<file path="src/hsvg_div.sv">
// Pipelined restoring divider, one quotient bit per stage.
module hsvg_div #(
  parameter int NW = 8,
  parameter int DW = 8
) (
  input  logic          clk,
  input  logic [NW-1:0] num,
  input  logic [DW-1:0] den,
  output logic [NW-1:0] quo
);

  logic [DW-1:0] rem_r [NW];
  logic [NW-1:0] num_r [NW];
  logic [NW-1:0] quo_r [NW];
  logic [DW-1:0] den_r [NW];

  for (genvar g = 0; g < NW; g++) begin : g_stg
    logic [DW-1:0] rem_in;
    logic [DW-1:0] den_in;
    logic [NW-1:0] num_in;
    logic [NW-1:0] quo_in;
    logic [DW:0]   trial;
    logic [DW:0]   diff;
    logic          ge;

    if (g == 0) begin : g_first
      assign rem_in = '0;
      assign den_in = den;
      assign num_in = num;
      assign quo_in = '0;
    end else begin : g_next
      assign rem_in = rem_r[g-1];
      assign den_in = den_r[g-1];
      assign num_in = num_r[g-1];
      assign quo_in = quo_r[g-1];
    end

    assign trial = {rem_in, num_in[NW-1]};
    assign diff  = trial - {1'b0, den_in};
    assign ge    = trial >= {1'b0, den_in};

    always_ff @(posedge clk) begin
      rem_r[g] <= ge ? diff[DW-1:0] : trial[DW-1:0];
      num_r[g] <= {num_in[NW-2:0], 1'b0};
      quo_r[g] <= {quo_in[NW-2:0], ge};
      den_r[g] <= den_in;
    end
  end

  assign quo = quo_r[NW-1];

endmodule

</file>
<file path="config.mk">
export PLATFORM = sky130hd
export DESIGN_NAME = hsvg_div
export DESIGN_NICKNAME = d
export VERILOG_FILES = /design/src/hsvg_div.sv
export SDC_FILE = /design/constraint.sdc
export NUM_CORES = 1
export LEC_CHECK = 0
export ABC_AREA = 1
export BUFFER_PORTS_ARGS = -buffer_cell sky130_fd_sc_hd__buf_2
export CORE_UTILIZATION = 25
export DETAILED_ROUTE_END_ITERATION = 12
export GPL_TIMING_DRIVEN = 0
export HOLD_SLACK_MARGIN = 0.1
export PLACE_DENSITY = 0.39
export REMOVE_ABC_BUFFERS = 1
export SYNTH_ARGS = -nofsm -noshare
export SYNTH_HDL_FRONTEND = slang
export SYNTH_SLANG_ARGS = --single-unit
</file>
<file path="constraint.sdc">
create_clock -name clk -period 2.8 [get_ports clk]
set_clock_uncertainty 0.1 [all_clocks]
set_input_delay 0.56 -clock clk [delete_from_list [all_inputs] [get_ports clk]]
set_output_delay 0.56 -clock clk [all_outputs]
set_load 0.005 [all_outputs]
</file>
# [Word-level counts from Yosys, hierarchy flattened]
# Memory sizes are Yosys's and may differ from the RTL's.
# Index checks and enable logic that the tools add are counted.
[word_totals] ff_bits=0 ram_bits=248 out_inout_bits=8 mem_count=4
[op_classes] n_addsub=8 n_lt_le_gt_ge=8 muxes=8
[memory_table] name="den_r" depth=8 width=8 rd=7 rd_ports_with_merged_regs=0 wr=8 line_no="15" rtl="logic [DW-1:0] den_r [NW];"
[memory_table] name="quo_r" depth=8 width=8 rd=8 rd_ports_with_merged_regs=0 wr=8 line_no="14" rtl="logic [NW-1:0] quo_r [NW];"
[memory_table] name="rem_r" depth=8 width=8 rd=7 rd_ports_with_merged_regs=0 wr=8 line_no="12" rtl="logic [DW-1:0] rem_r [NW];"
[memory_table] name="num_r" depth=8 width=7 rd=7 rd_ports_with_merged_regs=0 wr=8 line_no="13" rtl="logic [NW-1:0] num_r [NW];"
[op_table] op="8-bit two-way mux" n=8
[op_table] op="9-bit by 8-bit >= comparator with 1-bit output" n=7
[op_table] op="8-bit subtractor" n=7
[op_table] op="1-bit by 8-bit >= comparator with 1-bit output" n=1
[op_table] op="1-bit by 8-bit subtractor with 8-bit output" n=1

# [Logic depth before layout (Yosys ltp)]
# An unclocked memory read counts as a cell.
[logic_depth] depth_word=3 ltp_mapped=11 depth_no_buf=11

# [Worst setup path before layout]
# No wires, ideal clock.
[synth_timing] kind="flip-flop to flip-flop" from="mem den_r[0][2]" to="mem rem_r[1][7]" arrival_time_ns=1.396 t_required_ns=2.588 setup_slack_ns=1.191 path_stages_with_launch=12 synth_period_minus_slack_ns=1.609 cell_sequence="dfxtp_1 inv_1 ha_1 buf_6 nand2_1 nor2_1 nand2_1 nor2_1 nor2_2 nand2_4 nand2_1 nand2_1"
[synth_rtl] item="start, declared" line_no="15"
[synth_rtl] item="end, declared" line_no="12"

==> impl_metrics.csv <==
group,metric,value,unit
timing,rsz0062_at_grt,"no",
floorplan,die_height,174,um
clock_network,cts-root-buf,"clkbuf_16",
cells_and_area,area_growth,15.4,%
logic_synthesis,avgSynthCellArea,8.17,um^2
floorplan,die_area,30100,um^2
cells_and_area,multi_input_area,3190,um^2
timing,tightest_slew,0.565,ns
timing,setup_violations,0,
timing,layout_setup_ws,0.826,ns
route,drt-total-wl,15.5,mm
min_path,whs_path_depth,1,
setup_path,rr_startpoint,"den_r[5][5]",
clock_network,cts-htree-levels,4,
setup_path,r2r-end,"rem_r[6][7]",
setup_path,crit_type,"reg2reg",
place,dpl.cell_count,1302,
clock_network,clk_pin_slew,0.07,ns
cells_and_area,fin_util,29.4,%
grt,grt_overflow,0,
setup_path,worst_setup_path_end_kind,"register",
clock_network,worst_skew_pair.late_latency,0.43,ns
logic_synthesis,syn_area,7360,um^2
logic_synthesis,synth_area_leaders,"dfxtp_1, nand2_1, ha_1",
power_and_ir_drop,p_int,4.84,mW
clock_network,cts.sinks,176,
floorplan,ios,25,
timing,whs,0.126,ns
route,ant_nets,0,
logic_synthesis,synthDistinctLibCells,31,
timing,tns,0,ns
cells_and_area,layout.nets,1018,
route,drc,0,
clock_network,ctsLongestPathBuffers,2,
grt,grt.total_usage,11.1,%
timing,fin_crit,1.97,ns
cells_and_area,fillerInstances,3163,
setup_path,worstSetupStartpointType,"register",
outcome,status,"completed",
job,max_cap_violations,0,
power_and_ir_drop,pwr-share-clk,31.8,%
min_path,hold_end,"num_r[0][4]",
logic_synthesis,ys_seq_elements,176,
clock_network,ctsResizeCount,0,
setup_path,slowest_stage,"nor2_2",
grt,grt_pass1_vias,5224,
grt,antenna_found_initial,0,
floorplan,initial_core_util,25.5,%
timing,slew_viol_final,0,
grt,grt_pass1_wl,26.1,mm
route,post_drt_via_cell_ratio,3.95,
power_and_ir_drop,cellLeakagePower,4.46,nW
setup_path,reg2reg_depth,10,
power_and_ir_drop,pwr-share-comb,27.2,%
logic_synthesis,ys_seq_area_share,47.9,%
setup_path,crit_fanout,9,
grt,grt_start_max_net_pins,20,
timing,post-route-period-util,70.5,%
setup_path,ff2ff_setup_slack,0.83,ns
timing,fmax,0.507,GHz
setup_path,cp_common_cell,"nand2_1",
logic_synthesis,synth_top_cell_by_area,"dfxtp_1",
place,gp_congestion,0.798,
clock_network,cts_buffers,17,
cells_and_area,design_area,8490,um^2
setup_path,required,3.02,ns
logic_synthesis,yosysWarningCount,0,
cells_and_area,layout.cells.non_filler,1334,
power_and_ir_drop,power.total,7.46,mW
route,via_count,5271,
min_path,min_from,"num[4]",
setup_path,cp.arrival,2.19,ns
power_and_ir_drop,p_sw,2.62,mW
place,io_buffers,24,
route,post_drt_wl_per_cell,11.6,um
logic_synthesis,syn_inst,901,
route,firstDrtPassIters,5,
clock_network,cts_tree,"built",
floorplan,core,28900,um^2
setup_path,cpPeakStageDelay,0.37,ns
place,dp_hpwl,12.0,mm
power_and_ir_drop,switching_share,35.2,%
timing,relSlewSlack,62.0,%
power_and_ir_drop,powerDensity,879,nW/um^2
cells_and_area,drive_gt1_share,8.74,%
timing,hold_viol,0,
route,drt_iter0_drc,210,
power_and_ir_drop,pwr-share-seq,41.0,%
cells_and_area,diodes,0,
place,dp_slack,0.816,ns
clock_network,ctsHoldBuffers,0,
power_and_ir_drop,peakVddDrop,0.436,mV
cells_and_area,regArea,3520,um^2
logic_synthesis,synth_top_cell_area_share,47.9,%
floorplan,die_w,174,um
min_path,hold_class,"in2reg",
setup_path,cp_cell_sequence,"inv_1 > ha_1 > nand2_1 > nor2_1 > nand2_1 > nor2_1 > nor2_2 > nand2_4 > nand2_1 > nand2_1",
floorplan,rows,62,
place,dpl-instance-area,7900,um^2
clock_network,post_cts_buffers,0,
==> critical path: cells and delay by family (launching register included) <==
kind	cells	cell delay [ns]
fa+ha+maj	1	0.34
buf+inv	1	0.05
simple gates	8	1.03
flops	1	0.34
==> flip-flops by register name, summed over array words and instances, names as in the netlist <==
| signal | flops |
|---|---|
| den_r | 56 |
| num_r | 28 |
| quo_r | 36 |
| rem_r | 56 |
==> kinds of logic after synthesis <==
logic type               after synthesis  synth area share [%]
AND/OR/NAND/NOR                      450                  27.1
flip-flops                           176                  47.9
buffers and inverters                162                  8.76
adder cells (fa/ha/maj)               64                  11.5
AO/OA/AOI/OAI                         31                  2.57
XOR/XNOR                              18                  2.14
==> cells in the final DEF (no fill, tap or decap), drive strengths merged <==
cell type,n
clkinv,10
xnor2,6
nand2,288
nor3b,3
nand3,87
or2,1
nor4,1
ha,58
nand4,14
nand3b,2
a21oi,29
nor2,44
clkbuf,18
nor3,9
dfxtp,176
xor2,12
inv,159
o21ai,2
and2,1
buf,24
fa,6
==> routing by layer <==
metal / track usage [%] / vias to the layer above / part of all wire [%]
met5: 0 / - / 0
met4: 4.72 / 0 / 2.3
met3: 2.11 / 26 / 2.4
met2: 19.7 / 58 / 49
met1: 12.9 / 2314 / 46
li1: - / 2873 / -
==> power by group through the flow <==
stage	sequential [mW]	combinational, mW	clock [mW]
2_1_floorplan	3.04	1.59	0
3_3_place_gp	3.13	2.08	0
3_5_place_dp	3.13	2.06	0
4_1_cts	3.07	2.07	2.48
5_1_grt	3.10	2.38	2.57
6_report	3.06	2.03	2.37
==> how the worst max path moves through the flow <==
stage                        to  depth (start not counted)        start  slack, ns
global route        rem_r[6][7]                         10  den_r[5][5]       0.62
detailed placement  rem_r[1][5]                         10  den_r[0][6]       0.82
CTS                 rem_r[1][5]                         10  den_r[0][6]       0.80
finish              rem_r[6][7]                         10  den_r[5][5]       0.83
floorplan           rem_r[2][7]                          9  den_r[1][6]       1.18
global placement    rem_r[6][7]                          9  rem_r[5][5]       0.78
==> cell type report <==
class | instances | share of cell area (%)
Inverter | 155 | 6.85
Clock inverter | 14 | 1.95
Tap cell | 384 | 5.66
Multi-Input combinational cell | 563 | 37.6
Timing Repair Buffer | 24 | 1.41
Sequential cell | 176 | 41.5
Clock buffer | 18 | 5.06
==> synthesized netlist by cell type <==
cell / number
a21oi_1: 24
a21oi_2: 3
a21oi_4: 2
and2_1: 1
buf_2: 2
buf_4: 1
buf_6: 4
clkinv_1: 3
dfxtp_1: 176
fa_1: 6
ha_1: 58
inv_1: 152
nand2_1: 271
nand2_2: 7
nand2_4: 9
nand2_8: 1
nand3_1: 86
nand3_2: 1
nand3b_1: 2
nand4_1: 14
nor2_1: 40
nor2_2: 3
nor2_4: 1
nor3_1: 8
nor3_2: 1
nor3b_1: 3
nor4_1: 1
o21ai_0: 2
or2_0: 1
xnor2_1: 6
xor2_1: 12
Note: power is estimated with default switching activity, not from simulation.
